File: src/rtl/stfd_fifo.sv
`timescale 1ns / 1ps

module stfd_fifo #(
	parameter int WIDTH = 8,
	parameter int DEPTH = 2
) (
	input  logic             clk,
	input  logic             arst_n,
	input  logic             push,
	input  logic [WIDTH-1:0] din,
	output logic             full,
	input  logic             pop,
	output logic [WIDTH-1:0] dout,
	output logic             empty
);

	localparam int PW = (DEPTH > 1) ? $clog2(DEPTH) : 1;
	localparam int CW = $clog2(DEPTH + 1);

	logic [WIDTH-1:0] entry_q [DEPTH];
	logic [PW-1:0]    wr_ptr_q;
	logic [PW-1:0]    rd_ptr_q;
	logic [CW-1:0]    count_q;
	logic             do_push;
	logic             do_pop;

	assign full    = (count_q == CW'(DEPTH));
	assign empty   = (count_q == '0);
	assign do_push = push && !full;
	assign do_pop  = pop && !empty;
	assign dout    = entry_q[rd_ptr_q];

	always_ff @(posedge clk or negedge arst_n) begin
		if (!arst_n) begin
			wr_ptr_q <= '0;
			rd_ptr_q <= '0;
			count_q  <= '0;
		end else begin
			if (do_push) begin
				wr_ptr_q <= (wr_ptr_q == PW'(DEPTH - 1)) ? '0 : wr_ptr_q + PW'(1);
			end
			if (do_pop) begin
				rd_ptr_q <= (rd_ptr_q == PW'(DEPTH - 1)) ? '0 : rd_ptr_q + PW'(1);
			end
			if (do_push && !do_pop) begin
				count_q <= count_q + CW'(1);
			end else if (do_pop && !do_push) begin
				count_q <= count_q - CW'(1);
			end
		end
	end

	always_ff @(posedge clk) begin
		if (do_push) begin
			entry_q[wr_ptr_q] <= din;
		end
	end

endmodule

File: config.mk
export PLATFORM = sky130hd
export DESIGN_NAME = stfd_fifo
export DESIGN_NICKNAME = d
export VERILOG_FILES = /design/src/rtl/stfd_fifo.sv
export SDC_FILE = /design/constraint.sdc
export NUM_CORES = 1
export LEC_CHECK = 0
export ABC_AREA = 0
export ABC_CLOCK_PERIOD_IN_PS = 1500
export BUFFER_PORTS_ARGS = -buffer_cell sky130_fd_sc_hd__buf_2
export CORE_MARGIN = 1.5
export CORE_UTILIZATION = 48
export CTS_CLUSTER_SIZE = 8
export DETAILED_ROUTE_END_ITERATION = 7
export PLACE_DENSITY = 0.74
export SLEW_MARGIN = 10
export SYNTH_ARGS = -nofsm -noshare
export SYNTH_HDL_FRONTEND = slang
export SYNTH_SLANG_ARGS = --single-unit
File: constraint.sdc
create_clock -name clk -period 1.5 [get_ports clk]
set_input_delay 0.3 -clock clk [delete_from_list [all_inputs] [get_ports clk]]
set_output_delay 0.3 -clock clk [all_outputs]
set_load 0.02 [all_outputs]
# ---- After elaboration in Yosys (flattened, before gate mapping)
# Memories as Yosys holds them, arrays and structs flattened.
# Index checks and enable logic that the tools add are counted.
dict set report classes {
  n_addsub 4
  n_reduce_logical 10
  n_mux 6
  eq_ne 1
}
# operator count
set op_table {}
lappend op_table {{$logic_and A1 B1 Y1} 4}
lappend op_table {{$logic_not A1 Y1} 4}
lappend op_table {{$mux W1} 4}
lappend op_table {{$mux W2} 2}
lappend op_table {{$add A1 B1 Y1 const B} 2}
lappend op_table {{$add A2 B1 Y2 const B} 1}
lappend op_table {{$eq A2 B2 Y1 const B} 1}
lappend op_table {{$logic_not A2 Y1} 1}
lappend op_table {{$reduce_bool A2 Y1} 1}
lappend op_table {{$sub A2 B1 Y2 const B} 1}
dict set report word_totals {
  mem_count 1
  input_bits 12
  mem_bits_rw 16
  regBits 4
  elab_cells 25
}
# name depth width rd rd_clocked_by_memory_dff write_ports line
set memory_table {}
lappend memory_table {entry_q 2 8 1 0 1 20} ;# logic [WIDTH-1:0] entry_q [DEPTH];

# ---- Depth between registers and ports, before layout
# Gate-level depths: netlist (run 1).
dict set report depth {
  word_depth 7
  depth_mapped 7
}

# ---- Least setup slack after synthesis (run 1)
# Ideal clock, no wire load.
dict set report synth_timing {
  path_type {register to register}
  startpoint {register count_q[0]}
  endpoint {memory entry_q[0][0], enable pin}
  setup_time_ns 0.370
  stages_incl_launch_ff 4
  t_arrival_ns 1.022
  period_less_slack_ns 1.392
  path_slack_ns 0.108
  cell_sequence {dfrtp_1 nand2b_1 nand2_2 nor2_1}
}
dict set report synth_between {
  elab_chain_len 5
}
# element line
set synth_rtl {}
lappend synth_rtl {{start, declared} 23} ;# logic [CW-1:0] count_q;
lappend synth_rtl {{start signal, assigned} 46} ;# count_q <= count_q + CW'(1);
lappend synth_rtl {{start signal, assigned} 48} ;# count_q <= count_q - CW'(1);
lappend synth_rtl {{$eq A2 B2 Y1} 27} ;# assign full = (count_q == CW'(DEPTH));
lappend synth_rtl {{$logic_not A1 Y1} 29} ;# assign do_push = push && !full;
lappend synth_rtl {{$logic_and A1 B1 Y1} 29}
lappend synth_rtl {{$mux W1} 54} ;# if (do_push) begin
lappend synth_rtl {{$mux W1 (implied by the code)} 55} ;# entry_q[wr_ptr_q] <= din;
lappend synth_rtl {{end, declared} 20}
# Every way passes these cells.

# ---- Worst setup path after layout (run 1)
dict set report layout_timing {
  startpoint {register rd_ptr_q}
  endpoint {output dout[6]}
}
dict set report layout_between {
  elab_chain_len 1
}
# element line
set layout_rtl {}
lappend layout_rtl {{start, declared} 22} ;# logic [PW-1:0] rd_ptr_q;
lappend layout_rtl {{start signal, assigned} 43} ;# rd_ptr_q <= (rd_ptr_q == PW'(DEPTH - 1)) ? '0 : rd_ptr_q + PW'(1);
lappend layout_rtl {{$mem_v2 Z2 W8} --}
lappend layout_rtl {{end, declared} 13} ;# output logic [WIDTH-1:0] dout,
# Every way passes these cells.

==> results of run 1 <==
-- area by class of cell --
cell class | count | area, um^2 | share of cell area (%)
inverter | 2 | 7.51 | 0.688
clock buffer | 4 | 26.3 | 2.41
timing repair buffer | 30 | 233 | 21.3
multi-input combinational | 21 | 223 | 20.4
sequential | 20 | 582 | 53.3
tap | 16 | 20.0 | 1.83
-- worst paths after layout --
check | start | endpoint | depth (start not counted)
worst min-delay path | din[7] | entry_q[0][7] | 1
worst max register to register | count_q[0] | count_q[1] | 6
worst max-delay path | rd_ptr_q | dout[6] | 3
worst min register to register | wr_ptr_q | wr_ptr_q | 1
max in group asynchronous | arst_n | rd_ptr_q | 2
min in group asynchronous | arst_n | count_q[1] | 2
-- cells by family after synthesis --
kind of cell / count (synthesis) / synth area share, %
and+or+nand+nor: 6 / 3.84
DFF: 20 / 74.2
adders and majority gates: 1 / 1.60
muxes: 8 / 11.5
AOI/OAI and AO/OA: 1 / 0.639
xor gates and xnor gates: 5 / 6.56
buffers and inverters: 3 / 1.60
-- registers in the layout, indices dropped and copies added, names as in the netlist --
signal,count
wr_ptr_q,1
entry_q,16
rd_ptr_q,1
count_q,2
-- worst max-delay path, cell delays in order (launching register included) --
cell and delay [ps]:
dfrtp_2 430, buf_6 140, mux2_4 300, buf_6 130
-- routing by layer --
metal | track usage (%) | vias up | part of all wire [%]
li1 | - | 224 | -
met5 | 0 | - | 0
met4 | 3.64 | 0 | 0
met2 | 26.0 | 8 | 55
met3 | 2.50 | 0 | 3.0
met1 | 15.8 | 220 | 42
-- per-stage QoR --
stage          worst slack, ps  area (um^2)  setup TNS [ps]  cells  hold slack [ps]
6_report                 -77.4         1090            -584     93              191
5_1_grt                   -114         1090            -850     93              183
4_1_cts                  -85.9         1070            -630     92              187
3_5_place_dp              76.1          925               0     83              112
3_3_place_gp              83.1          925               0     83              109
2_1_floorplan              108          782               0     44             4.41
-- cell usage after synthesis (all sizes together) --
| cell type | number | area, um^2 |
|---|---|---|
| edfxtp | 16 | 480 |
| mux2 | 8 | 90.1 |
| dfrtp | 4 | 100 |
| nor2 | 3 | 11.3 |
| xnor2 | 3 | 33.8 |
| inv | 2 | 7.51 |
| xor2 | 2 | 17.5 |
| and3 | 1 | 6.26 |
| buf | 1 | 5.00 |
| ha | 1 | 12.5 |
| nand2 | 1 | 6.26 |
| nand2b | 1 | 6.26 |
| o21ai | 1 | 5.00 |
-- power by group through the flow --
stage               sequential (mW)  clock (mW)  combinational (mW)
floorplan                     0.846           0               0.535
global placement              0.906           0               0.690
detailed placement            0.914           0               0.699
CTS                           0.868       0.255                1.07
global route                  0.889       0.275                1.17
finish                        0.873       0.252                1.10
-- timing repair --
item | in CTS | in global routing
hold buffers | 1 | 0
hold endpoints to repair | 4 | 0
setup buffers | 4 | 1
gates resized for setup | 27 | 2
setup endpoints to repair | 8 | 10
==> results.cfg, run 1 <==
[job]
cap_viol_max_count = 0

[die]
rows = 14
fp.dieW_um = 43.4
dieArea_mm2 = 0.00188
start_util_pct = 51.3
die_h_um = 43.4
io_pins = 22
core-area_mm2 = 0.00152

[global_routing]
grt_max_degree = 12
overflow = 0
grt_pass1_wl_um = 1860
grt_pass1_vias = 451
track_usage_pct = 13.7
antenna_found_initial = 0

[clock_tree]
clk_pin_slew_ps = 110
cts_buffers = 3
cts_tree = done
clock_path_buffers = 2
cts.sinks = 20
cts_htree_levels = 1
clk_latency_ps = 290
root_buffer = clkbuf_4

[synth]
netlist_instances = 44
synth_seq_cells = 20
synthDistinctLibCells = 15
syn_nets = 57
synth.avg_cell_area_um2 = 17.8
seq_area_frac_synth_pct = 74.2
yosys_warnings = 0
syn_area_um2 = 782

[final_layout]
antenna_cells = 0
nNetsFinal = 91
final_util_pct = 71.6
mostFrequentLayoutCells = edfxtp_1 (16), buf_2 (13), buf_6 (10), mux2_4 (7), buf_4 (6)
fillers = 101
syn2layout_area_growth_pct = 39.5
final_common_cell = edfxtp_1
drive_gt1_share_pct = 57.1

[pwr]
p_per_area_mw_per_mm2 = 2040
swShare_pct = 32.6
p_int_mw = 1.50
power.leakage_nw = 0.486
peakVddDrop_mv = 1.13
pwr-share-seq_pct = 39.1
p_clk_share_pct = 11.3
switchingPower_mw = 0.728
total_power_mw = 2.23
pwr-share-comb_pct = 49.6

[timing]
tightestPinTransition_ps = 384
fin_worst_skew_ps = 6.60
setup_viol = 8
period_share_pct = 105
post-route-min-period_ps = 1580
setup_ws_ps = -77.4
max_freq_mhz = 634
rsz0062_at_grt = yes
final_hold_viol_count = 0
drv_slew = 0
relSlewSlack_pct = 74.4

[worst_setup_path]
worstSetupPathType = reg2out
cp_max_fo = 5
required_ps = 1200
arrival_ps = 1280
cp-end-kind = output pin
regToRegSetupSlack_ps = 130
worstSetupStartpointType = register

[routing]
drt_first_pass_iters = 3
drc = 0
vias = 452
first_iter_violations = 8
routed_wl_um = 1230
drt-wirelength-per-cell_um = 13.2
vias_per_cell = 4.86
antenna_left = 0

[placed_design]
dp_hpwl_um = 822
globalplace.congestion = 0.671
place.port_buffers = 21

[run_status]
failed_checks = negative setup slack
status = complete, but fails checks

[min_path]
min_path_type = in2reg
Power figures use the tool's default switching activity.
==> inputs of run 2 (changes only) <==
--- a/config.mk
+++ b/config.mk
@@ -6,13 +6,12 @@
 export NUM_CORES = 1
 export LEC_CHECK = 0
 export ABC_AREA = 0
-export ABC_CLOCK_PERIOD_IN_PS = 1500
 export BUFFER_PORTS_ARGS = -buffer_cell sky130_fd_sc_hd__buf_2
 export CORE_MARGIN = 1.5
-export CORE_UTILIZATION = 48
+export CORE_UTILIZATION = 44
 export CTS_CLUSTER_SIZE = 8
 export DETAILED_ROUTE_END_ITERATION = 7
-export PLACE_DENSITY = 0.74
+export PLACE_DENSITY = 0.72
 export SLEW_MARGIN = 10
 export SYNTH_ARGS = -nofsm -noshare
 export SYNTH_HDL_FRONTEND = slang
==> constraint.sdc (replaced) <==
create_clock -name clk -period 1.4 [get_ports clk]
set_input_delay 0.28 -clock clk [delete_from_list [all_inputs] [get_ports clk]]
set_output_delay 0.28 -clock clk [all_outputs]
set_load 0.02 [all_outputs]
==> results.cfg, run 2 (synthesized netlist as in run 1, its figures left out) <==
[run_status]
status = complete, but fails checks
failed_checks = negative setup slack

[timing]
period_share_pct = 112
finalHoldWorstSlack_ps = 166
drv_slew = 0
setup_viol = 8
relSlewSlack_pct = 73.4
post-route-min-period_ps = 1570
max_freq_mhz = 639
fin_worst_skew_ps = 6.27
final_hold_viol_count = 0
setup_ws_ps = -166
rsz0062_at_grt = yes
tightestPinTransition_ps = 399

[placed_design]
dp_hpwl_um = 831
globalplace.congestion = 0.646
pre_cts_ws_ps = 19.5
placed_cells = 85
place.port_buffers = 21

[worst_setup_path]
crit_chain = buf_6 > mux2_4 > buf_6
cpMostUsedCell = buf_6
cp-end-kind = output pin
cpMaxStageDelayCell = dfrtp_2
worst_path_dominant_cell_family = flip-flops
arrival_ps = 1290
worstSetupStartpointType = register
slowest_delay_ps = 430
worstSetupPathType = reg2out
required_ps = 1120
path_buf_inv = 2
cp_max_fo = 5

[final_layout]
final_util_pct = 65.9
reg_top3 = entry_q x16, count_q x2
stdcell_count = 94
mostFrequentLayoutCells = edfxtp_1 (16), buf_2 (11), buf_6 (11), buf_4 (7), mux2_4 (6)
syn2layout_area_growth_pct = 42.2
final_common_cell = edfxtp_1
antenna_cells = 0
drive_gt1_share_pct = 63.6
fillers = 124
nNetsFinal = 91
largest_register_ffs = 16
layout.area.seq_um2 = 583
largest-register = entry_q
multi_input_area_um2 = 233

[die]
fp.dieW_um = 45.2
io_pins = 22
core-area_mm2 = 0.00169
start_util_pct = 46.3
dieArea_mm2 = 0.00204
rows = 15
die_h_um = 45.2

[clock_tree]
cts.sinks = 20
cts_tree = done
cts_htree_levels = 1
root_buffer = clkbuf_4
clock_path_buffers = 2
cts_buffers = 3
clk_latency_ps = 290
clk_pin_slew_ps = 110

[global_routing]
grt_max_degree = 12
grt_pass1_wl_um = 1980
track_usage_pct = 14.4
overflow = 0
grt_pass1_vias = 470
antenna_found_initial = 0

[routing]
vias = 471
drt_first_pass_iters = 3
first_iter_violations = 6
antenna_left = 0
vias_per_cell = 5.01
routed_wl_um = 1340
drt-wirelength-per-cell_um = 14.2
drc = 0

[pwr]
power.leakage_nw = 0.483
peakVddDrop_mv = 1.43
p_per_area_mw_per_mm2 = 2200

[job]
cap_viol_max_count = 0

[min_path]
min_path_type = in2reg
[run 2: cell counts in the layout (fill, tap and decap cells not counted)]
Identical to the previous run, type by type.
[run 2: layout make-up]
class                      instances  area share (%)
sequential                        20            52.4
clock buffer                       4            2.36
multi-input combinational         21            20.9
timing repair buffer              30            21.7
inverter                           2           0.675
tap                               17            1.91
[run 2: metal layers]
layer	vias up	wire length, um	track usage, %
li1	224	-	-
met1	229	540	16.3
met2	16	735	24.0
met3	2	49	4.00
met4	0	14	8.82
met5	-	0	0
[run 2: timing repair]
| action | in CTS | in global routing |
|---|---|---|
| gates resized for setup | 27 | 10 |
| buffers inserted | 3 | 1 |
| hold buffers | 1 | 0 |
| pin swaps | 0 | 3 |
| gates cloned | 0 | 0 |
| endpoints found under the setup margin | 8 | 14 |
| hold endpoints to repair | 4 | 0 |
[run 2: report_power, final]
group	switching [mW]	internal, mW
registers	0.109	0.838
clock network	0.165	0.111
logic	0.535	0.693
[run 2: stage by stage]
stage,power [mW],cell area (um^2),TNS (ps)
6_report,2.45,1110,-1290
5_1_grt,2.58,1110,-1660
4_1_cts,2.35,1070,-1260
3_5_place_dp,1.75,933,0
3_3_place_gp,1.72,933,0
2_1_floorplan,1.48,782,0
[run 2: worst paths after layout]
check | slack, ps | end | startpoint | cells after the start
min in group asynchronous | 330 | count_q[0] | arst_n | 2
min reg2reg | 540 | wr_ptr_q | wr_ptr_q | 1
max | -170 | dout[5] | rd_ptr_q | 3
max reg2reg | 60 | count_q[1] | count_q[1] | 5
min | 170 | entry_q[0][7] | din[7] | 1
max in group asynchronous | 940 | rd_ptr_q | arst_n | 2
[run 2: worst register-to-register path, cell delays in order, from the launching register on]
cell     delay (ps)
dfrtp_2         470
o21ai_2         190
ha_2            200
xor2_1          150
nor2_1           70
xor2_1          150
