==> src/rtl/stfd_pkg.sv <==
`timescale 1ns / 1ps

package stfd_pkg;

	localparam int ADDR_W    = 20;
	localparam int PIX_W     = 17;
	localparam int JOB_DEPTH = 2;
	localparam int RES_DEPTH = 2;

	localparam int DRAW_ZERO_POS = 6;
	localparam int FORCE_TOP_POS = 15;

	localparam logic [2:0] MODE_4BPP_BANK = 3'd0;
	localparam logic [2:0] MODE_4BPP_LUT  = 3'd1;
	localparam logic [2:0] MODE_8BPP_64   = 3'd2;
	localparam logic [2:0] MODE_8BPP_128  = 3'd3;
	localparam logic [2:0] MODE_8BPP_256  = 3'd4;

	localparam logic CMD_WRITE = 1'b0;

	localparam logic [15:0] NIB_BANK_MASK = 16'hFFF0;
	localparam logic [7:0]  DOT_MASK_64   = 8'h3F;
	localparam logic [15:0] BANK_MASK_64  = 16'hFFC0;
	localparam logic [7:0]  DOT_MASK_128  = 8'h7F;
	localparam logic [15:0] BANK_MASK_128 = 16'hFF80;
	localparam logic [7:0]  DOT_MASK_256  = 8'hFF;
	localparam logic [15:0] BANK_MASK_256 = 16'hFF00;

	typedef struct packed {
		logic        command;
		logic [18:0] mem_address;
		logic [15:0] mem_word;
		logic [18:0] texture_base;
		logic [15:0] bank_word;
		logic [2:0]  colour_mode;
		logic [15:0] draw_mode;
		logic [8:0]  texel_x;
		logic [7:0]  texel_y;
		logic [8:0]  texture_width;
	} item_t;

	typedef struct packed {
		logic [15:0] pixel_colour;
		logic [10:0] palette_index;
		logic        from_palette;
		logic        force_top_bit;
		logic        is_transparent;
	} result_t;

	typedef enum logic [2:0] {
		J_WRITE,
		J_NIB_BANK,
		J_NIB_LUT,
		J_BYTE,
		J_WORD
	} job_kind_t;

	typedef struct packed {
		job_kind_t         kind;
		logic [ADDR_W-1:0] addr;
		logic [15:0]       data;
		logic [2:0]        mode;
		logic              nib_lo;
		logic              draw_zero;
		logic              top;
	} job_t;

	typedef enum logic [1:0] {
		B_CLEAR,
		B_IDLE,
		B_EVAL1,
		B_EVAL2
	} back_state_t;

endpackage

==> src/rtl/stfd_front.sv <==
`timescale 1ns / 1ps

module stfd_front
	import stfd_pkg::*;
(
	input  logic  clk,
	input  logic  arst_n,
	input  logic  push,
	output logic  full,
	input  item_t item,
	output logic  job_push,
	input  logic  job_full,
	output job_t  job
);

	logic             v_s1;
	item_t            item_s1;
	logic             v_s2;
	job_t             job_s2;
	logic [PIX_W-1:0] pix_s2;

	logic             s1_ready;
	logic             s2_ready;
	logic [PIX_W-1:0] pix;
	job_t             job_d;

	assign s2_ready = !v_s2 || !job_full;
	assign s1_ready = !v_s1 || s2_ready;
	assign full     = !s1_ready;
	assign job_push = v_s2 && !job_full;

	// texel index: y * width + x
	assign pix = PIX_W'(item_s1.texel_y) * PIX_W'(item_s1.texture_width)
		+ PIX_W'(item_s1.texel_x);

	always_comb begin
		job_d           = '0;
		job_d.mode      = item_s1.colour_mode;
		job_d.nib_lo    = pix[0];
		job_d.draw_zero = item_s1.draw_mode[DRAW_ZERO_POS];
		job_d.top       = item_s1.draw_mode[FORCE_TOP_POS];
		if (item_s1.command == CMD_WRITE) begin
			job_d.kind = J_WRITE;
			job_d.addr = ADDR_W'(item_s1.mem_address);
			job_d.data = item_s1.mem_word;
		end else begin
			job_d.addr = ADDR_W'(item_s1.texture_base);
			job_d.data = item_s1.bank_word;
			unique case (item_s1.colour_mode)
				MODE_4BPP_BANK: job_d.kind = J_NIB_BANK;
				MODE_4BPP_LUT:  job_d.kind = J_NIB_LUT;
				MODE_8BPP_64,
				MODE_8BPP_128,
				MODE_8BPP_256:  job_d.kind = J_BYTE;
				default:        job_d.kind = J_WORD;
			endcase
		end
	end

	always_ff @(posedge clk or negedge arst_n) begin
		if (!arst_n) begin
			v_s1 <= 1'b0;
			v_s2 <= 1'b0;
		end else begin
			if (s1_ready) begin
				v_s1 <= push;
			end
			if (s2_ready) begin
				v_s2 <= v_s1;
			end
		end
	end

	always_ff @(posedge clk) begin
		if (push && s1_ready) begin
			item_s1 <= item;
		end
		if (v_s1 && s2_ready) begin
			job_s2 <= job_d;
			pix_s2 <= pix;
		end
	end

	// byte address of the texel: half, one or two bytes per texel
	always_comb begin
		job = job_s2;
		unique case (job_s2.kind)
			J_WRITE:               job.addr = job_s2.addr;
			J_NIB_BANK, J_NIB_LUT: job.addr = job_s2.addr + ADDR_W'(pix_s2[PIX_W-1:1]);
			J_BYTE:                job.addr = job_s2.addr + ADDR_W'(pix_s2);
			default:               job.addr = job_s2.addr + {2'b00, pix_s2, 1'b0};
		endcase
	end

endmodule

==> config.mk <==
export PLATFORM = sky130hd
export DESIGN_NAME = stfd_front
export DESIGN_NICKNAME = d
export VERILOG_FILES = /design/src/rtl/stfd_pkg.sv /design/src/rtl/stfd_front.sv
export SDC_FILE = /design/constraint.sdc
export NUM_CORES = 1
export LEC_CHECK = 0
export ABC_AREA = 1
export BUFFER_PORTS_ARGS = -buffer_cell sky130_fd_sc_hd__buf_4
export CORE_MARGIN = 4
export CORE_UTILIZATION = 45
export CTS_CLUSTER_DIAMETER = 150
export DETAILED_ROUTE_END_ITERATION = 10
export GPL_TIMING_DRIVEN = 0
export PLACE_DENSITY_LB_ADDON = 0.25
export REMOVE_ABC_BUFFERS = 1
export SKIP_LAST_GASP = 1
export SYNTH_ARGS = -nofsm -noshare
export SYNTH_HDL_FRONTEND = slang
export SYNTH_SLANG_ARGS = --single-unit
==> constraint.sdc <==
create_clock -name clk -period 4.5 [get_ports clk]
set_input_delay 0.675 -clock clk [delete_from_list [all_inputs] [get_ports clk]]
set_output_delay 0.675 -clock clk [all_outputs]
set_load 0.005 [all_outputs]
# Word-level counts from Yosys, hierarchy flattened
# Index checks and enable logic that the tools add are counted.
[classes]
multipliers = 1
mux = 3
reduce_logical = 13
addsub = 4
eq_ne = 7
[ops]
columns = ["cell", "count"]
rows = [
  ["$pmux W20 S3", 1],
  ["$mux W35", 1],
  ["$add A20 B16 Y20", 1],
  ["$add A20 B17 Y20", 1],
  ["$add A20 B18 Y20", 1],
  ["$add A17 B9 Y17", 1],
  ["$mul A8 B9 Y17", 1],
  ["$eq A3 B2 Y1 const B", 4],
  ["$pmux W3 S3", 1],
  ["$eq A3 B1 Y1 const B", 2],
  ["$logic_not A3 Y1", 2],
  ["$logic_not A1 Y1", 4],
  ["$eq A3 B3 Y1 const B", 1],
  ["$logic_and A1 B1 Y1", 3],
  ["$reduce_or A3 Y1", 1],
  ["$logic_or A1 B1 Y1", 2],
  ["$reduce_or A2 Y1", 1],
]
[word_totals]
wordCells = 48
ff_bits = 180
out_inout_bits = 47
in_bits = 120

# Longest topological paths before layout
# Gate-level depths: netlist (run 1).
[depth]
word_depth = 4
ltp_mapped = 19
mapped_depth_nobuf = 18

# Least setup slack after synthesis (run 1)
# Ideal clock, no wire load.
[synth_timing]
kind = "input port to flip-flop"
start = "in job_full"
end = "reg job_s2 (netlist bit job[0]) (enable)"
n_path_buf = 0
arrival_time_ps = 3615
t_required_ps = 4002
setup_time_ps = 498
cell_stages = 1
slack_ps = 387
path_cell_list = "a21oi_1"
[synth_between]
elab_chain_len = 3
[synth_rtl]
columns = ["element", "line", "source"]
rows = [
  ["start, declared", "stfd_front.sv:12", "input logic job_full,"],
  ["$logic_not A1 Y1", "stfd_front.sv:27", "assign s2_ready = !v_s2 || !job_full;"],
  ["$logic_or A1 B1 Y1", "stfd_front.sv:27", ""],
  ["$logic_and A1 B1 Y1", "stfd_front.sv:78", "if (v_s1 && s2_ready) begin"],
  ["end signal, assigned", "stfd_front.sv:79", "job_s2 <= job_d;"],
  ["end, declared", "stfd_front.sv:19", "job_t job_s2;"],
]
# No other way between the ends.
# A chain may end at the register's enable or synchronous reset.

# Final worst setup path (run 1)
[layout_timing]
start = "reg item_s1[16] in the netlist's numbering"
end = "reg pix_s2[16], data pin"
[layout_between]
elab_chain_len = 2
[layout_rtl]
columns = ["element", "line", "source"]
rows = [
  ["start, declared", "stfd_front.sv:17", "item_t item_s1;"],
  ["start signal, assigned", "stfd_front.sv:76", "item_s1 <= item;"],
  ["$mul A8 B9 Y17", "stfd_front.sv:33", "assign pix = PIX_W'(item_s1.texel_y) * PIX_W'(item_s1.texture_width)"],
  ["$add A17 B9 Y17", "stfd_front.sv:34", "+ PIX_W'(item_s1.texel_x);"],
  ["via pix[16]", "stfd_front.sv:24", "logic [PIX_W-1:0] pix;"],
  ["end signal, assigned", "stfd_front.sv:80", "pix_s2 <= pix;"],
  ["end, declared", "stfd_front.sv:20", "logic [PIX_W-1:0] pix_s2;"],
]
# The timed path passes the listed nets, and every way through them passes these cells.

==> results of run 1 <==
through the flow:
stage | setup WS (ns) | cells | setup TNS [ns] | total power [uW] | cell area, um^2
detailed placement | -0.0430 | 1598 | -0.0430 | 5400 | 12100
global placement | -1.16 | 1594 | -69.14 | 5350 | 12000
finish | 0.293 | 1635 | 0 | 6810 | 12800
CTS | 0.0213 | 1630 | 0 | 6860 | 12700
global route | 0.0317 | 1635 | 0 | 7440 | 12800
floorplan | 0.387 | 1123 | 0 | 4510 | 10500
worst max-delay path by stage:
stage,from,slack [ns],endpoint
global route,job[44]$_SDFFCE_PN0P_,0.03,job[38]
global placement,job_full,-1.16,job_s2[39]$_DFFE_PP_
floorplan,job_full,0.39,job[0]$_DFFE_PP_
finish,item_s1[16]$_DFFE_PP_,0.29,pix_s2[16]$_DFFE_PP_
detailed placement,job[44]$_SDFFCE_PN0P_,-0.04,job[38]
CTS,job[44]$_SDFFCE_PN0P_,0.02,job[38]
power breakdown:
group          internal (uW)  switching (uW)
clock                    743             675
combinational           1340            1920
sequential              1990             147
Yosys cell counts, types with 3 or more instances:
cell / instances / area, um^2
nor2_1: 56 / 210
o21ai_0: 28 / 140
buf_2: 5 / 25.0
nor2_2: 3 / 18.8
nand3_2: 4 / 40.0
or2_2: 3 / 18.8
nand2_2: 7 / 43.8
clkbuf_1: 23 / 86.3
nand3b_1: 11 / 82.6
inv_1: 185 / 694
ha_1: 71 / 888
edfxtp_1: 162 / 4860
fa_1: 53 / 1060
nor3_1: 5 / 25.0
nand3_1: 56 / 280
buf_4: 26 / 195
xor2_1: 9 / 78.8
o21bai_1: 3 / 22.5
o211ai_1: 4 / 30.0
a21oi_1: 61 / 305
nand2_1: 367 / 1380
and2_1: 4 / 25.0
xnor2_1: 8 / 70.1
timing repair:
item	CTS	global route
setup buffers	0	4
setup endpoints to repair	17	9
hold buffers	0	1
hold endpoints to repair	0	1
resized for setup	2	0
flip-flops by register name, indices dropped and copies added (netlist names):
| name | count |
|---|---|
| v_s2 | 1 |
| job_s2 | 19 |
| v_s1 | 1 |
| job | 24 |
| pix_s2 | 17 |
| item_s1 | 102 |
worst max-delay path: stages (launching register included):
cell	delay (ns)
edfxtp_1	0.53
nand2_1	0.11
inv_1	0.06
fa_1	0.51
fa_1	0.54
fa_1	0.55
inv_1	0.06
fa_1	0.52
inv_1	0.04
ha_1	0.34
a21oi_1	0.20
o21ai_0	0.14
a21oi_1	0.19
nand2_1	0.07
nand2_1	0.06
nand2_1	0.04
metal layers:
metal	vias to the layer above	wire length (um)	GRT usage
met1	3588	10100	0.233
met3	18	914	0.0309
met2	148	11700	0.319
li1	4014	-	-
met4	0	325	0.0488
met5	-	0	0
logic make-up (layout without fill, tap and decap cells):
| group | after synthesis | after routing | share of synthesized area |
|---|---|---|---|
| adder cells (fa/ha/maj) | 124 | 124 | 0.181 |
| buffers and inverters | 243 | 381 | 0.0942 |
| AO/OA/AOI/OAI | 106 | 106 | 0.0543 |
| XOR/XNOR | 17 | 17 | 0.0138 |
| AND/OR/NAND/NOR | 524 | 524 | 0.202 |
| flip-flops | 164 | 164 | 0.455 |
layout make-up:
class	count	area (um^2)
fill	2130	10800
sequential	164	4910
multi-input combinational	771	4880
timing repair buffer	161	1280
inverter	188	708
clock buffer	17	425
tap	319	399
clock inverter	15	164
==> results.json, run 1 <==
{
  "worstReg2RegEnd": "pix_s2[16]$_DFFE_PP_",
  "cts_tree": "yes",
  "finalCritPeriodShare": 0.935,
  "htree_levels": 4,
  "r2r_slack_ns": 0.29,
  "cts_inserted_buffers": 17,
  "grt_pass1_wl_um": 38300,
  "core-area_mm2": 0.0235,
  "arrival_ns": 4.38,
  "num_antenna_cells": 0,
  "clockBufferDepth": 2,
  "cts_sinks": 164,
  "clockRootBuffer": "clkbuf_16",
  "criticalPathCategory": "flip-flop to flip-flop",
  "initial_core_util": 0.458,
  "grt_pass1_vias": 7753,
  "layout-drive-gt1-share": 0.167,
  "grt_usage": 0.182,
  "crit_required_ns": 4.68,
  "place.gp.congestion": 0.915,
  "final_hold_viol_count": 0,
  "hp-start": "item[54]",
  "synthToLayoutAreaGrowth_pct": 18.4,
  "min_path_cells": 1,
  "avgViaCountPerCell": 4.75,
  "wl_per_cell_um": 14.1,
  "synth.avg_cell_area_um2": 9.16,
  "vias": 7768,
  "p_leak_uw": 0.00626,
  "grt_overflow_total": 0,
  "power_density_mw_per_mm2": 533,
  "setup_viol": 0,
  "antenna_found_initial": 0,
  "die_x_um": 163,
  "worstSkewPairLatency_ns": 0.42,
  "post-dp-hpwl_um": 18100,
  "async_flop_share": 0.0122,
  "row_count": 56,
  "drtIter0Drc": 447,
  "clkTransAtPathRegs_ns": 0.08,
  "hp-class": "primary input to flip-flop",
  "reg2regPathDepth": 15,
  "dr.pass1.iters": 5,
  "grt_max_degree": 64,
  "worstMarginPinSlew_ns": 1.28,
  "drc": 0,
  "syn-instance-count": 1178,
  "synth_edf_count": 162,
  "port_buffers": 152,
  "finalCriticalPeriod_ns": 4.21,
  "postLayoutCoreUtil": 0.542,
  "worst_clock_skew_ns": 0.0106,
  "die-height_um": 163,
  "outcome": "finished, final reports clean",
  "start_kind": "flip-flop",
  "ys_types": 40,
  "max-cap-violations": 0,
  "crit_fanout": 9,
  "synth_warnings": 0,
  "fin_nets": 1547,
  "irDropWorstVdd_mv": 0.329,
  "rsz0062_at_grt": "no",
  "io_pins": 167,
  "whs_ns": 0.423,
  "fmaxAchievable_ghz": 0.238,
  "ys_ff_latch": 164,
  "min_to": "item_s1[54]$_DFFE_PP_",
  "wl_um": 23100,
  "slew_headroom": 0.145,
  "final_max_slew_viol_count": 0,
  "final_common_cell": "nand2_1",
  "die-area_mm2": 0.0265,
  "r2r-start": "item_s1[16]$_DFFE_PP_",
  "synthesis.area_mm2": 0.0108,
  "critPathCaptureType": "flip-flop",
  "antenna_left": 0,
  "synth_ff_type": "edfxtp_1",
  "yosysSeqAreaShare": 0.455,
  "layout_common_cells": "nand2_1, inv_1, edfxtp_1"
}
No activity file was read; power rests on OpenSTA's default activity.
==> run 2: changes to the inputs <==
Settings changed: CORE_UTILIZATION 45 to 40.
==> run 2 against run 1 <==
Net effect:
- first-iteration DRC count shrank 8.9%
- clock-buffer cell count is the same
- register-to-register slack lost 0.02 ns
- sequential share of layout area shrank 0.15 points
- utilization shrank 5.5 points
- die area grew 12%
- worst setup slack lost 0.024 ns
- highest routed layer unchanged
==> results.json, run 2 (synthesis gave the netlist of run 1 again) <==
{
  "outcome": "finished, final reports clean",
  "place_inst": 1615,
  "antenna_left": 0,
  "io_pins": 167,
  "clkTransAtPathRegs_ns": 0.07,
  "final_hold_viol_count": 0,
  "die-height_um": 172,
  "worstSkewPairLatency_ns": 0.42,
  "final_common_cell": "nand2_1",
  "largest_register": "item_s1",
  "grt_overflow_total": 0,
  "clockRootBuffer": "clkbuf_16",
  "crit_fanout": 9,
  "max-cap-violations": 0,
  "antenna_found_initial": 0,
  "largest_reg_flops": 102,
  "rsz0062_at_grt": "no",
  "finalCriticalPeriod_ns": 4.23,
  "power_switching_uw": 2790,
  "die-area_mm2": 0.0297,
  "p_comb_frac": 0.480,
  "postLayoutCoreUtil": 0.488,
  "finalCritPeriodShare": 0.940,
  "initial_core_util": 0.411,
  "p_int_uw": 4080,
  "synthToLayoutAreaGrowth_pct": 18.8,
  "layout_common_cells": "nand2_1, inv_1, edfxtp_1",
  "grt_pass1_vias": 7805,
  "port_buffers": 152,
  "postLayoutCellArea_mm2": 0.0128,
  "row_count": 59,
  "fin_cells": 1651,
  "power_density_mw_per_mm2": 535,
  "power.share.clock": 0.209,
  "cts_inserted_buffers": 17,
  "cts_tree": "yes",
  "vias": 7775,
  "worst_clock_skew_ns": 0.00737,
  "arrival_ns": 4.40,
  "worstMarginPinSlew_ns": 1.34,
  "dr.pass1.iters": 5,
  "grt_pass1_wl_um": 39300,
  "dpl_cell_area_mm2": 0.0122,
  "whs_ns": 0.421,
  "setup_viol": 0,
  "place.gp.congestion": 0.890,
  "num_antenna_cells": 0,
  "cts_sinks": 164,
  "criticalPathCategory": "flip-flop to flip-flop",
  "grt_max_degree": 65,
  "core-area_mm2": 0.0263,
  "wl_per_cell_um": 14.6,
  "drtIter0Drc": 407,
  "grt_usage": 0.169,
  "htree_levels": 4,
  "crit_required_ns": 4.67,
  "die_x_um": 172,
  "layout-drive-gt1-share": 0.167,
  "final_max_slew_viol_count": 0,
  "hp-class": "primary input to flip-flop",
  "power_frac_seq": 0.311,
  "clockBufferDepth": 2,
  "critPathCaptureType": "flip-flop",
  "fin_nets": 1547,
  "drc": 0,
  "irDropWorstVdd_mv": 0.329,
  "wl_um": 24100,
  "avgViaCountPerCell": 4.71,
  "p_leak_uw": 0.00626,
  "slew_headroom": 0.104,
  "start_kind": "flip-flop",
  "fmaxAchievable_ghz": 0.236,
  "post-dp-hpwl_um": 18800,
  "p_total_uw": 6860,
  "p_sw_frac": 0.406
}
==> run 2: layer usage <==
metal / vias up / wire (um) / track usage
li1: 4027 / - / -
met1: 3598 / 10800 / 0.224
met4: 0 / 195 / 0.0383
met2: 141 / 12100 / 0.293
met3: 9 / 972 / 0.0286
met5: - / 0 / 0
==> run 2: worst max-delay path: stages, from the launching register on <==
cell and delay [ns]:
edfxtp_1 0.56, nand2_1 0.12, inv_1 0.06, fa_1 0.44, fa_1 0.55, inv_1 0.05
fa_1 0.46, fa_1 0.54, inv_1 0.04, ha_1 0.34, a21oi_1 0.22, o21ai_2 0.10
nand2_1 0.08, o211ai_2 0.12, nand2_1 0.09, nand2_1 0.06, xor2_1 0.14
==> run 2: power by group through the flow <==
stage	Clock [uW]	Sequential, uW	Combinational [uW]
floorplan	0	2120	2390
global placement	0	2200	3200
detailed placement	0	2170	3290
CTS	1490	2130	3320
global route	1560	2160	3790
finish	1440	2130	3300
==> run 2: area by class of cell <==
cell class | count | area, um^2
Clock buffer | 17 | 425
Clock inverter | 15 | 165
Fill cell | 2506 | 13500
Inverter | 188 | 709
Multi-Input combinational cell | 771 | 4880
Sequential cell | 164 | 4910
Tap cell | 335 | 419
Timing Repair Buffer | 161 | 1300
==> run 2: final timing paths <==
check	from	slack [ns]	cells past startpoint	end
setup / recovery	item_s1[13]$_DFFE_PP_	0.27	16	pix_s2[15]$_DFFE_PP_
max in group asynchronous	arst_n	3.85	2	v_s2$_DFFE_PN0P_
hold / removal	item[44]	0.42	1	item_s1[44]$_DFFE_PP_
min in group asynchronous	arst_n	0.56	2	v_s1$_DFFE_PN0N_
setup reg to reg	item_s1[13]$_DFFE_PP_	0.27	16	pix_s2[15]$_DFFE_PP_
hold reg to reg	item_s1[32]$_DFFE_PP_	0.43	0	job[1]$_DFFE_PP_
==> run 2: repair_timing <==
action | CTS | global route
pin swaps | 0 | 0
hold buffers | 1 | 0
hold endpoints to repair | 2 | 0
resized for setup | 2 | 1
endpoints found under the setup margin | 17 | 1
setup buffers | 1 | 2
==> run 2: per-stage QoR <==
step	setup TNS [ns]	worst slack [ns]
2_1_floorplan	0	0.387
3_3_place_gp	-77.53	-1.30
3_5_place_dp	-0.476	-0.171
4_1_cts	0	0.216
5_1_grt	0	0.0118
6_report	0	0.269
==> run 3: changes to the inputs <==
--- a/constraint.sdc
+++ b/constraint.sdc
@@ -3,2 +3,2 @@
 set_output_delay 0.675 -clock clk [all_outputs]
-set_load 0.005 [all_outputs]
+set_load 0.1 [all_outputs]
==> run 3 against run 2 <==
Net effect:
- critical path depth unchanged
- routed wire length up 0.79%
- design area about the same
- first-iteration DRC count down 3.7%
- highest routed layer unchanged
- register-to-register slack about the same
- sequential power about the same
- worst setup slack worse by 0.0030 ns
- global-route usage unchanged
- largest cell class unchanged
- clock power about the same
- maximum frequency about the same
- non-clock buffer count unchanged
==> results.json, run 3 (synthesis gave the netlist of run 1 again) <==
{
  "avgViaCountPerCell": 4.72,
  "power_switching_uw": 3720,
  "core-area_mm2": 0.0263,
  "final_common_cell": "nand2_1",
  "setup_tns_ns": 0,
  "start_kind": "flip-flop",
  "largest_register": "item_s1",
  "cts_sinks": 164,
  "die-height_um": 172,
  "die-area_mm2": 0.0297,
  "dr.pass1.iters": 5,
  "row_count": 59,
  "p_int_uw": 4090,
  "grt_usage": 0.169,
  "p_comb_frac": 0.543,
  "outcome": "finished, final reports clean",
  "slew_headroom": 0.111,
  "drc": 0,
  "drtIter0Drc": 392,
  "wl_um": 24200,
  "fin_nets": 1548,
  "antenna_found_initial": 0,
  "post-dp-hpwl_um": 18800,
  "setup_viol": 0,
  "finalCritPeriodShare": 0.941,
  "max-cap-violations": 0,
  "place.gp.congestion": 0.890,
  "critPathCaptureType": "flip-flop",
  "worstSkewPairLatency_ns": 0.42,
  "worst_clock_skew_ns": 0.00640,
  "layout_common_cells": "nand2_1, inv_1, edfxtp_1",
  "criticalPathCategory": "flip-flop to flip-flop",
  "power.share.clock": 0.184,
  "grtUsageMet2": 0.293,
  "fin_cells": 1652,
  "final_hold_viol_count": 0,
  "power_density_mw_per_mm2": 609,
  "layout-drive-gt1-share": 0.168,
  "power_frac_seq": 0.273,
  "arrival_ns": 4.40,
  "p_total_uw": 7810,
  "met1_usage": 0.224,
  "vias": 7793,
  "grt_max_degree": 65,
  "htree_levels": 4,
  "place_inst": 1615,
  "num_antenna_cells": 0,
  "p_leak_uw": 0.00627,
  "postLayoutCellArea_mm2": 0.0128,
  "cts_tree": "yes",
  "rsz0062_at_grt": "yes",
  "clkTransAtPathRegs_ns": 0.07,
  "cts_inserted_buffers": 17,
  "initial_core_util": 0.411,
  "worstMarginPinSlew_ns": 1.33,
  "io_pins": 167,
  "largest_reg_flops": 102,
  "whs_ns": 0.423,
  "grt_busiest_layer": "met2",
  "final_max_slew_viol_count": 0,
  "synthToLayoutAreaGrowth_pct": 18.9,
  "grt_pass1_wl_um": 39300,
  "irDropWorstVdd_mv": 0.329,
  "antenna_left": 0,
  "grt_overflow_total": 0,
  "crit_required_ns": 4.67,
  "clockBufferDepth": 2,
  "p_sw_frac": 0.476,
  "finalCriticalPeriod_ns": 4.23,
  "port_buffers": 152,
  "die_x_um": 172,
  "crit_fanout": 8,
  "grt_pass1_vias": 7805,
  "hp-class": "primary input to flip-flop",
  "dpl_cell_area_mm2": 0.0122,
  "fmaxAchievable_ghz": 0.236,
  "wl_per_cell_um": 14.7,
  "clockRootBuffer": "clkbuf_16",
  "grt_use_met3": 0.0286
}
[run 3: worst max-delay path, cell delays in order (launching register included)]
cell and delay, ns:
edfxtp_1 0.54, nand2_1 0.12, fa_1 0.51, inv_1 0.05, fa_1 0.51, inv_1 0.05
fa_1 0.46, fa_1 0.54, inv_1 0.04, ha_1 0.34, a21oi_1 0.22, o21ai_2 0.10
nand2_1 0.08, o211ai_2 0.12, nand2_1 0.09, nand2_1 0.06, xor2_1 0.14
[run 3: path summary, 6_finish.rpt]
kind	start	endpoint	slack, ns	cells past startpoint
worst max register to register	item_s1[5]$_DFFE_PP_	pix_s2[15]$_DFFE_PP_	0.27	16
worst min register to register	item_s1[32]$_DFFE_PP_	job[1]$_DFFE_PP_	0.43	0
max in group asynchronous	arst_n	v_s2$_DFFE_PN0P_	3.85	2
min in group asynchronous	arst_n	v_s1$_DFFE_PN0N_	0.56	2
worst min-delay path	item[44]	item_s1[44]$_DFFE_PP_	0.42	1
worst max-delay path	item_s1[5]$_DFFE_PP_	pix_s2[15]$_DFFE_PP_	0.27	16
[run 3: final cells by class]
type | count | area [um^2]
fillers | 2506 | 13400
flip-flops and latches | 164 | 4910
multi-input cells | 772 | 4890
repair buffers | 161 | 1300
inverters | 188 | 709
clock buffers | 17 | 425
well taps | 335 | 419
clock inverters | 15 | 165
[run 3: metal layers]
layer / wire length (um) / up-vias
li1: - / 4028
met1: 10800 / 3617
met3: 963 / 9
met5: 0 / -
met2: 12300 / 139
met4: 195 / 0
[run 3: repair_timing]
item                                    4_1_cts  5_1_grt
buffers inserted                              1        2
pin swaps                                     0        1
resized for setup                             2        1
cloned                                        0        1
endpoints found under the hold margin         2        0
hold buffers                                  1        0
endpoints found under the setup margin       19        6
[run 3: per-stage QoR]
| step | setup slack (ns) | utilization |
|---|---|---|
| 2_1_floorplan | -0.852 | - |
| 3_3_place_gp | -1.30 | 0.458 |
| 3_5_place_dp | -0.353 | 0.464 |
| 4_1_cts | 0.125 | 0.487 |
| 5_1_grt | -0.0163 | 0.488 |
| 6_report | 0.266 | 0.488 |
[run 3: power groups by stage]
stage	logic, uW	clock network (uW)	registers [uW]
2_1_floorplan	3150	0	2290
4_1_cts	4260	1490	2130
6_report	4240	1440	2140
3_5_place_dp	4230	0	2170
5_1_grt	4730	1560	2160
3_3_place_gp	4140	0	2200
